**src/rtl/eilc_pkg.sv**
```systemverilog
// Package for the external interrupt line controller.
// Holds field widths, function and register codes, and the register set struct.
// No dependencies.
package eilc_pkg;

    localparam int EILC_NUM_LINES = 16;
    localparam int EILC_MAX_LINES = 16;
    localparam int EILC_NUM_PORTS = 8;
    localparam int EILC_PORT_W    = 16;
    localparam int EILC_SEL_W     = 4;
    localparam int EILC_SEL_REGS  = 4;
    localparam int EILC_REG_W     = 16;
    localparam int EILC_FUNC_W    = 2;
    localparam int EILC_PINS_W    = 64;
    localparam int EILC_ADDR_W    = 5;
    localparam int EILC_DATA_W    = 32;
    localparam int EILC_S_TDATA_W = 144;
    localparam int EILC_M_TDATA_W = 24;

    typedef enum logic [EILC_FUNC_W-1:0] {
        FUNC_SAMPLE = 2'd0,
        FUNC_CLEAR  = 2'd1,
        FUNC_READ   = 2'd2
    } func_t;

    typedef enum logic [2:0] {
        REG_MASK      = 3'd0,
        REG_RISE_EN   = 3'd1,
        REG_FALL_EN   = 3'd2,
        REG_SEL_0_3   = 3'd3,
        REG_SEL_4_7   = 3'd4,
        REG_SEL_8_11  = 3'd5,
        REG_SEL_12_15 = 3'd6
    } reg_idx_t;

    typedef struct packed {
        logic [EILC_REG_W-1:0]                    mask;
        logic [EILC_REG_W-1:0]                    rise_en;
        logic [EILC_REG_W-1:0]                    fall_en;
        logic [EILC_SEL_REGS-1:0][EILC_REG_W-1:0] sel;
    } cfg_t;

endpackage

```
**src/rtl/eilc_regs.sv**
```systemverilog
// APB register file: mask, edge enables and port selects.
// Depends on eilc_pkg.
module eilc_regs (
    input  logic                           aclk,
    input  logic                           aresetn,
    input  logic                           psel,
    input  logic                           penable,
    input  logic                           pwrite,
    input  logic [eilc_pkg::EILC_ADDR_W-1:0] paddr,
    input  logic [eilc_pkg::EILC_DATA_W-1:0] pwdata,
    output logic [eilc_pkg::EILC_DATA_W-1:0] prdata,
    output logic                           pready,
    output eilc_pkg::cfg_t                 cfg
);
    import eilc_pkg::*;

    cfg_t                  cfg_reg;
    cfg_t                  cfg_next;
    logic [2:0]            idx;
    logic                  wr_en;
    logic [EILC_REG_W-1:0] wdata;
    logic [EILC_REG_W-1:0] rdata;

    assign idx    = paddr[4:2];
    assign wr_en  = psel && penable && pwrite;
    assign wdata  = pwdata[EILC_REG_W-1:0];
    assign pready = 1'b1;
    assign cfg    = cfg_reg;
    assign prdata = EILC_DATA_W'(rdata);

    always_comb begin
        cfg_next = cfg_reg;
        if (wr_en) begin
            case (idx)
                REG_MASK:      cfg_next.mask    = wdata;
                REG_RISE_EN:   cfg_next.rise_en = wdata;
                REG_FALL_EN:   cfg_next.fall_en = wdata;
                REG_SEL_0_3:   cfg_next.sel[0]  = wdata;
                REG_SEL_4_7:   cfg_next.sel[1]  = wdata;
                REG_SEL_8_11:  cfg_next.sel[2]  = wdata;
                REG_SEL_12_15: cfg_next.sel[3]  = wdata;
                default: ;
            endcase
        end
    end

    always_comb begin
        case (idx)
            REG_MASK:      rdata = cfg_reg.mask;
            REG_RISE_EN:   rdata = cfg_reg.rise_en;
            REG_FALL_EN:   rdata = cfg_reg.fall_en;
            REG_SEL_0_3:   rdata = cfg_reg.sel[0];
            REG_SEL_4_7:   rdata = cfg_reg.sel[1];
            REG_SEL_8_11:  rdata = cfg_reg.sel[2];
            REG_SEL_12_15: rdata = cfg_reg.sel[3];
            default:       rdata = '0;
        endcase
    end

    always_ff @(posedge aclk) begin
        if (!aresetn) begin
            cfg_reg <= '0;
        end else begin
            cfg_reg <= cfg_next;
        end
    end

endmodule

```
**src/rtl/eilc_edge.sv**
```systemverilog
// Line routing, edge detection and pending state.
// Depends on eilc_pkg.
module eilc_edge #(
    parameter int NUM_LINES = eilc_pkg::EILC_NUM_LINES
) (
    input  logic                             aclk,
    input  logic                             aresetn,
    input  logic                             step,
    input  logic [eilc_pkg::EILC_FUNC_W-1:0] func,
    input  logic [eilc_pkg::EILC_PINS_W-1:0] pins_lo,
    input  logic [eilc_pkg::EILC_PINS_W-1:0] pins_hi,
    input  logic [eilc_pkg::EILC_REG_W-1:0]  clear_bits,
    input  eilc_pkg::cfg_t                   cfg,
    output logic [NUM_LINES-1:0]             pending_next
);
    import eilc_pkg::*;

    logic [7:0][EILC_PORT_W-1:0] all_pins;
    logic [NUM_LINES-1:0]        cur;
    logic [NUM_LINES-1:0]        prev_reg;
    logic [NUM_LINES-1:0]        prev_next;
    logic [NUM_LINES-1:0]        pending_reg;
    logic                        valid_reg;
    logic                        valid_next;
    logic [NUM_LINES-1:0]        hit;

    assign all_pins = {pins_hi, pins_lo};

    for (genvar i = 0; i < NUM_LINES; i++) begin : g_line
        logic [EILC_SEL_W-1:0] sel;
        assign sel = cfg.sel[i/4][(i%4)*EILC_SEL_W +: EILC_SEL_W];
        assign cur[i] = (32'(sel) < EILC_NUM_PORTS) ? all_pins[sel[2:0]][i] : 1'b0;
    end

    assign hit = ((cur & ~prev_reg & cfg.rise_en[NUM_LINES-1:0])
               | (~cur & prev_reg & cfg.fall_en[NUM_LINES-1:0]))
               & cfg.mask[NUM_LINES-1:0];

    always_comb begin
        pending_next = pending_reg;
        prev_next    = prev_reg;
        valid_next   = valid_reg;
        case (func)
            FUNC_SAMPLE: begin
                if (valid_reg) begin
                    pending_next = pending_reg | hit;
                end
                prev_next  = cur;
                valid_next = 1'b1;
            end
            FUNC_CLEAR: begin
                pending_next = pending_reg & ~clear_bits[NUM_LINES-1:0];
            end
            default: ;
        endcase
    end

    always_ff @(posedge aclk) begin
        if (!aresetn) begin
            pending_reg <= '0;
            prev_reg    <= '0;
            valid_reg   <= 1'b0;
        end else if (step) begin
            pending_reg <= pending_next;
            prev_reg    <= prev_next;
            valid_reg   <= valid_next;
        end
    end

    a_idle_holds: assert property (@(posedge aclk) disable iff (!aresetn)
        !step |=> $stable(pending_reg) && $stable(prev_reg) && $stable(valid_reg))
        else $error("state moved without a beat");

    a_read_holds: assert property (@(posedge aclk) disable iff (!aresetn)
        step && func == FUNC_READ |=> $stable(pending_reg) && $stable(prev_reg))
        else $error("read beat changed state");

    a_clear_no_set: assert property (@(posedge aclk) disable iff (!aresetn)
        step && func == FUNC_CLEAR |=> (pending_reg & ~$past(pending_reg)) == '0)
        else $error("clear beat set a pending bit");

    a_first_sample: assert property (@(posedge aclk) disable iff (!aresetn)
        step && func == FUNC_SAMPLE && !valid_reg |=> $stable(pending_reg) && valid_reg)
        else $error("first sample raised a pending bit");

endmodule

```
**src/rtl/external_interrupt_line_controller.sv**
```systemverilog
// External interrupt line controller, top level.
// A beat passes the input register, then the result register, before its result beat.
// Throughput: one beat per cycle, but a stalled result blocks a full input register.
// Reset: synchronous active-low aresetn clears registers, pending bits and stored levels.
// Depends on eilc_pkg, eilc_regs, eilc_edge.
module external_interrupt_line_controller #(
    parameter int NUM_LINES = eilc_pkg::EILC_NUM_LINES
) (
    input  logic                                 aclk,
    input  logic                                 aresetn,
    input  logic                                 psel,
    input  logic                                 penable,
    input  logic                                 pwrite,
    input  logic [eilc_pkg::EILC_ADDR_W-1:0]     paddr,
    input  logic [eilc_pkg::EILC_DATA_W-1:0]     pwdata,
    output logic [eilc_pkg::EILC_DATA_W-1:0]     prdata,
    output logic                                 pready,
    input  logic                                 s_tvalid,
    output logic                                 s_tready,
    // pins_ports_0_3 [63:0], pins_ports_4_7 [127:64], clear_bits [143:128]
    input  logic [eilc_pkg::EILC_S_TDATA_W-1:0]  s_tdata,
    // func [1:0]
    input  logic [eilc_pkg::EILC_FUNC_W-1:0]     s_tuser,
    output logic                                 m_tvalid,
    input  logic                                 m_tready,
    // pending_lines [15:0], irq_any [16], zero [23:17]
    output logic [eilc_pkg::EILC_M_TDATA_W-1:0]  m_tdata
);
    import eilc_pkg::*;

    cfg_t                    cfg;
    logic                    in_valid_reg;
    logic                    in_valid_next;
    logic [EILC_S_TDATA_W-1:0] in_data_reg;
    logic [EILC_FUNC_W-1:0]  in_func_reg;
    logic                    out_valid_reg;
    logic                    out_valid_next;
    logic [EILC_REG_W-1:0]   out_pend_reg;
    logic                    out_irq_reg;
    logic                    advance;
    logic                    s_beat;
    logic [NUM_LINES-1:0]    pending_next;

    eilc_regs u_regs (
        .aclk    (aclk),
        .aresetn (aresetn),
        .psel    (psel),
        .penable (penable),
        .pwrite  (pwrite),
        .paddr   (paddr),
        .pwdata  (pwdata),
        .prdata  (prdata),
        .pready  (pready),
        .cfg     (cfg)
    );

    eilc_edge #(
        .NUM_LINES (NUM_LINES)
    ) u_edge (
        .aclk         (aclk),
        .aresetn      (aresetn),
        .step         (advance),
        .func         (in_func_reg),
        .pins_lo      (in_data_reg[63:0]),
        .pins_hi      (in_data_reg[127:64]),
        .clear_bits   (in_data_reg[143:128]),
        .cfg          (cfg),
        .pending_next (pending_next)
    );

    assign advance        = in_valid_reg && (!out_valid_reg || m_tready);
    assign s_tready       = !in_valid_reg || advance;
    assign s_beat         = s_tvalid && s_tready;
    assign in_valid_next  = s_beat || (in_valid_reg && !advance);
    assign out_valid_next = advance || (out_valid_reg && !m_tready);

    assign m_tvalid = out_valid_reg;
    assign m_tdata  = EILC_M_TDATA_W'({out_irq_reg, out_pend_reg});

    always_ff @(posedge aclk) begin
        if (!aresetn) begin
            in_valid_reg  <= 1'b0;
            out_valid_reg <= 1'b0;
        end else begin
            in_valid_reg  <= in_valid_next;
            out_valid_reg <= out_valid_next;
        end
    end

    always_ff @(posedge aclk) begin
        if (s_beat) begin
            in_data_reg <= s_tdata;
            in_func_reg <= s_tuser;
        end
        if (advance) begin
            out_pend_reg <= EILC_REG_W'(pending_next);
            out_irq_reg  <= |pending_next;
        end
    end

endmodule

```
**config.mk**
```make
export PLATFORM = sky130hd
export DESIGN_NAME = external_interrupt_line_controller
export DESIGN_NICKNAME = d
export VERILOG_FILES = /design/src/rtl/eilc_pkg.sv /design/src/rtl/eilc_regs.sv /design/src/rtl/eilc_edge.sv /design/src/rtl/external_interrupt_line_controller.sv
export SDC_FILE = /design/constraint.sdc
export NUM_CORES = 1
export LEC_CHECK = 0
export BUFFER_PORTS_ARGS = -buffer_cell sky130_fd_sc_hd__clkbuf_2
export CAP_MARGIN = 10
export CORE_MARGIN = 2
export CORE_UTILIZATION = 56
export DETAILED_ROUTE_END_ITERATION = 6
export MAX_ROUTING_LAYER = met4
export PLACE_DENSITY = 0.8
export SLEW_MARGIN = 20
export SYNTH_ARGS = -nofsm -noshare
export SYNTH_HDL_FRONTEND = slang
export SYNTH_HIERARCHICAL = 1
export SYNTH_SLANG_ARGS = --single-unit
```
**constraint.sdc**
```tcl
create_clock -name aclk -period 10.9 [get_ports aclk]
set_clock_uncertainty 0.1 [all_clocks]
set_input_delay 0.545 -clock aclk [delete_from_list [all_inputs] [get_ports aclk]]
set_output_delay 0.545 -clock aclk [all_outputs]
set_load 0.01 [all_outputs]
```
Word level (Yosys, flattened, before mapping):

Cells that the tools add are included.

* register bits after elaboration: 310
* input port bits: 190
* output and inout port bits: 59
* logic and storage cells: 142

* magnitude comparators: 32
* eq/ne operators: 7
* muxes and demuxes: 51
* bitwise logic cells: 11
* reduce and logical (&&, ||, !) cells: 25

Operator list (number)
* $bmux 16 s3: 16
* $pmux 16 s7: 1
* $and 16x16->16: 6
* $lt 3x4->1 const B: 16
* $lt 4x4->1 const B: 16
* $not 16->16: 3
* $mux 16: 2
* $or 16x16->16: 2
* $pmux 16 s2: 1
* $mux 1: 17
* $reduce_and 2->1: 8
* $reduce_or 16->1: 1
* $mux 15: 1
* $mux 14: 1
* $mux 13: 1
* $mux 12: 1
* $mux 11: 1
* $mux 10: 1
* $eq 3x3->1 const B: 3
* $mux 9: 1
* $mux 8: 1
* $mux 7: 1
* $eq 3x2->1 const B: 2
* $logic_and 1x1->1: 6
* 11 further kinds: 17

Longest topological paths before layout:

* depth in word-level cells: 12
* gate-level depth with buffers: 8
* gate-level depth less buffers: 6

Modules after synthesis:

The synthesis kept the hierarchy.

Modules (own cells, without submodules)
* eilc_regs: times used 1, cells each 518, area each 5127.4 µm², seq. area each 2242.2 µm²
* external_interrupt_line_controller: times used 1, cells each 186, area each 5093.6 µm², seq. area each 4934.7 µm²
* eilc_edge: times used 1, cells each 366, area each 3037.9 µm², seq. area each 660.6 µm²

Worst setup path before layout:

No wires, ideal clock.

* path type: input-to-reg
* start point: in m_tready
* end point: reg in_data_reg[0] (enable)
* setup time: 0.700 ns
* arrival: 7.631 ns
* data required time: 10.100 ns
* path slack: 2.469 ns
* cell stages on the path: 2
* path buffers: 0
* path through: nor2b_4 > a21oi_1

* cells in the longest elaborated chain, start to end: 4

RTL lines
* start: declaration: RTL line external_interrupt_line_controller.sv:25 `input logic m_tready,`
* $logic_or 1x1->1: RTL line external_interrupt_line_controller.sv:71 `assign advance = in_valid_reg && (!out_valid_reg || m_tready);`
* $logic_and 1x1->1: RTL line external_interrupt_line_controller.sv:71
* $logic_or 1x1->1: RTL line external_interrupt_line_controller.sv:72 `assign s_tready = !in_valid_reg || advance;`
* $logic_and 1x1->1: RTL line external_interrupt_line_controller.sv:73 `assign s_beat = s_tvalid && s_tready;`
* via s_beat: RTL line external_interrupt_line_controller.sv:41 `logic s_beat;`
* end signal: assignment: RTL line external_interrupt_line_controller.sv:92 `in_data_reg <= s_tdata;`
* end: declaration: RTL line external_interrupt_line_controller.sv:34 `logic [EILC_S_TDATA_W-1:0] in_data_reg;`

The timed path passes the listed nets, and every way through them passes these cells.
A chain may end at the register's enable or synchronous reset.

Worst setup path after layout:

* start point: in paddr[4] (netlist bit)
* end point: out prdata[2] (netlist bit)

* cells in the longest elaborated chain, start to end: 2
* elaborated cells between the ends (all ways): 8
* those cells by class: eq/ne: 6; mux: 1; reduce/logical: 1

RTL lines
* start: declaration: RTL line external_interrupt_line_controller.sv:14 `input logic [eilc_pkg::EILC_ADDR_W-1:0] paddr,`
* $eq 3x3->1 (tied with other cells): RTL line eilc_regs.sv:48 `case (idx)`
* $pmux 16 s7 *: RTL line eilc_regs.sv:48
* end: declaration: RTL line external_interrupt_line_controller.sv:16 `output logic [eilc_pkg::EILC_DATA_W-1:0] prdata,`

Mark *: on every way between the ends. The rest lies on a longest branch, timed or not.

==> results.yml <==
status:
  outcome: "finished clean"
timing:
  worst_pin_slew_ns: 1.11
  setup_viol_count_final: 0
  tns_ns: 0
  hold_viol_final: 0
  rsz0062_at_grt: "no"
  slew_viol_final: 0
  fmax_ghz: 0.303
  min_period_ns: 3.30
  timing.slew.headroom_pct: 25.9
  fin_crit_sh_pct: 30.3
yosys:
  seq_area_frac_synth_pct: 59.1
  synthCells: 1070
  syn_area_um2: 13300
  synth_edf_count: 163
  async_flop_share_pct: 0
  synth-main-ff-cell: "edfxtp_1"
  ys_ff_latch: 310
  avgSynthCellArea_um2: 12.4
  synth_cell_type_count: 51
  yosys_warnings: 6
worst_setup_path:
  crit_arrival_ns: 2.65
  crit_path_end_kind: "output port"
  cp_common_cell: "clkbuf_2"
  required_ns: 10.26
  cpPeakStageDelay_ns: 0.55
  critPathSlowestCell: "nand2b_1"
  crit_chain: "clkbuf_2 -> nand2b_1 -> o221a_2 -> a221oi_1 -> clkbuf_2"
  worstSetupPathType: "input port to output port"
  startpoint_type: "input port"
  cp_max_fo: 32
clock_tree:
  cts_tree: "built"
  numCtsBuffers: 31
  root_buffer: "clkbuf_16"
  clockBufferDepth: 3
  cts-hold-fix-buffers: 0
  htreeDepth: 1
  post_cts_buffers: 0
  cts_num_sinks: 310
  clk_latency_ns: 0.55
  cts_resized: 0
  clk_pin_slew_ns: 0.06
power_and_ir_drop:
  p_switching_uw: 537
  p_per_area_nw_per_um2: 160
  p_sw_share_pct: 21.8
  ir_worst_vdd_uv: 128
  pwr-share-seq_pct: 52.5
  leakagePower_uw: 0.00579
  comb_power_share_pct: 6.2
  power.internal_uw: 1930
  clock_power_share_pct: 41.3
place:
  hpwlAfterDp_um: 22500
  port_buffers: 206
  place_congestion: 0.912
  place_area_um2: 14500
final_layout:
  mostFrequentLayoutCells: "clkbuf_2, nand2_1, mux2i_1"
  layout_commonest_cell: "clkbuf_2"
  drive_gt1_share_pct: 24.2
  nFillCells: 1727
  syn2layout_area_growth_pct: 16.4
  largest_reg_flops: 144
  fin_nets: 1456
  antennaDiodeCount: 0
  finalInstanceArea_um2: 15400
drt:
  wl_per_cell_um: 20.2
  viasPerCell: 5.85
  first_iter_violations: 875
  drc: 0
  drtPass1Iterations: 6
  ant_nets: 0
  routed_wl_um: 32500
  num_vias: 9418
die:
  core-area_um2: 23300
  fp.dieH_um: 158
  die_w_um: 158
  pin_count: 249
  dieArea_um2: 24900
  start_util_pct: 56.8
  rows: 56
grt:
  grt_util_met2_pct: 40.9
  grt_busiest_layer: "met2"
  use_met1_pct: 35.9
  grtUsageTotal_pct: 26.5
  grt_pass1_wl_um: 49000
  gr-total-overflow: 0
  met3_usage_pct: 4.60
  first_global_vias: 8904
  antenna_found_initial: 0
  grt_max_degree: 83
min_path:
  hold_path_class: "input port to flop"
job:
  cap_violations: 0
path summary, 6_finish.rpt:
kind	start	end	slack, ns	cells past startpoint
worst max-delay path	paddr[4]	prdata[2]	7.60	5
worst min-delay path	s_tdata[56]	in_data_reg[56]	0.07	1
worst max register to register	u_regs/cfg[38]	out_irq_reg	8.07	6
worst min register to register	u_edge/valid_reg	u_edge/valid_reg	0.37	1
per-layer routing:
metal / part of all wire [%] / vias to the layer above / wire [um]
li1: - / 4340 / -
met2: 47 / 464 / 15200
met4: 3.0 / 0 / 958
met1: 41 / 4546 / 13500
met5: 0 / - / 0
met3: 8.9 / 68 / 2900
synthesized netlist by cell type, types with 9 or more instances:
cell       instances  area, um^2
dfxtp_1          147        2940
a21boi_0          10        75.1
a2bb2oi_1         10        87.6
a21oi_1           12        60.1
a31oi_1            9        56.3
mux4_2            17         383
edfxtp_1         163        4890
nand3_1           49         245
nand2_1          187         702
a41oi_1           10        87.6
and2_1            14        87.6
nor2b_1           20         125
buf_4             33         248
o21ai_0           14        70.1
and4b_1           16         160
or2_1              9        56.3
mux2i_1          174        1740
a221oi_1          20         175
mux2_2             9         101
nand4_1           19         119
a21o_1            15         113
inv_1             10        37.5
clkbuf_1          31         116
logic make-up (layout without fill, tap and decap cells):
group	Yosys count	in the layout	synth area share [%]
simple gates	339	339	12.9
other cells	3	24	0.0849
mux	200	200	16.8
flops	310	310	59.1
buf+inv	87	286	3.53
compound gates	131	131	7.56
layout make-up:
cell class	instances	area, um^2	area share (%)
repair buffers	219	1130	7.33
clock inverters	15	149	0.965
inverters	10	37.5	0.243
well taps	319	399	2.59
multi-input cells	694	5060	32.8
flip-flops and latches	310	7840	50.8
clock buffers	42	817	5.30
metrics by stage:
stage / setup slack [ns] / power [uW] / utilization (%) / hold WS [ns] / instances
floorplan: 2.47 / 1410 / - / 0.331 / 1091
global placement: 7.65 / 1460 / 62.0 / 0.338 / 1552
detailed placement: 7.66 / 1470 / 62.0 / 0.350 / 1552
CTS: 7.65 / 2480 / 66.1 / 0.0484 / 1609
global route: 7.54 / 2540 / 66.1 / 0.0520 / 1609
finish: 7.60 / 2470 / 66.1 / 0.0663 / 1609
power by group through the flow:
stage / clock, uW / combinational [uW] / sequential [uW]
after floorplan: 0 / 89.4 / 1320
after global placement: 0 / 147 / 1320
after detailed placement: 0 / 150 / 1320
after CTS: 1030 / 151 / 1290
after global routing: 1080 / 165 / 1300
final: 1020 / 153 / 1290
worst max-delay path: cells and delay by family:
family	cells	cell delay, ns
buf+inv	2	0.76
compound gates	2	0.79
simple gates	1	0.55
(Power assumes the default switching activity.)
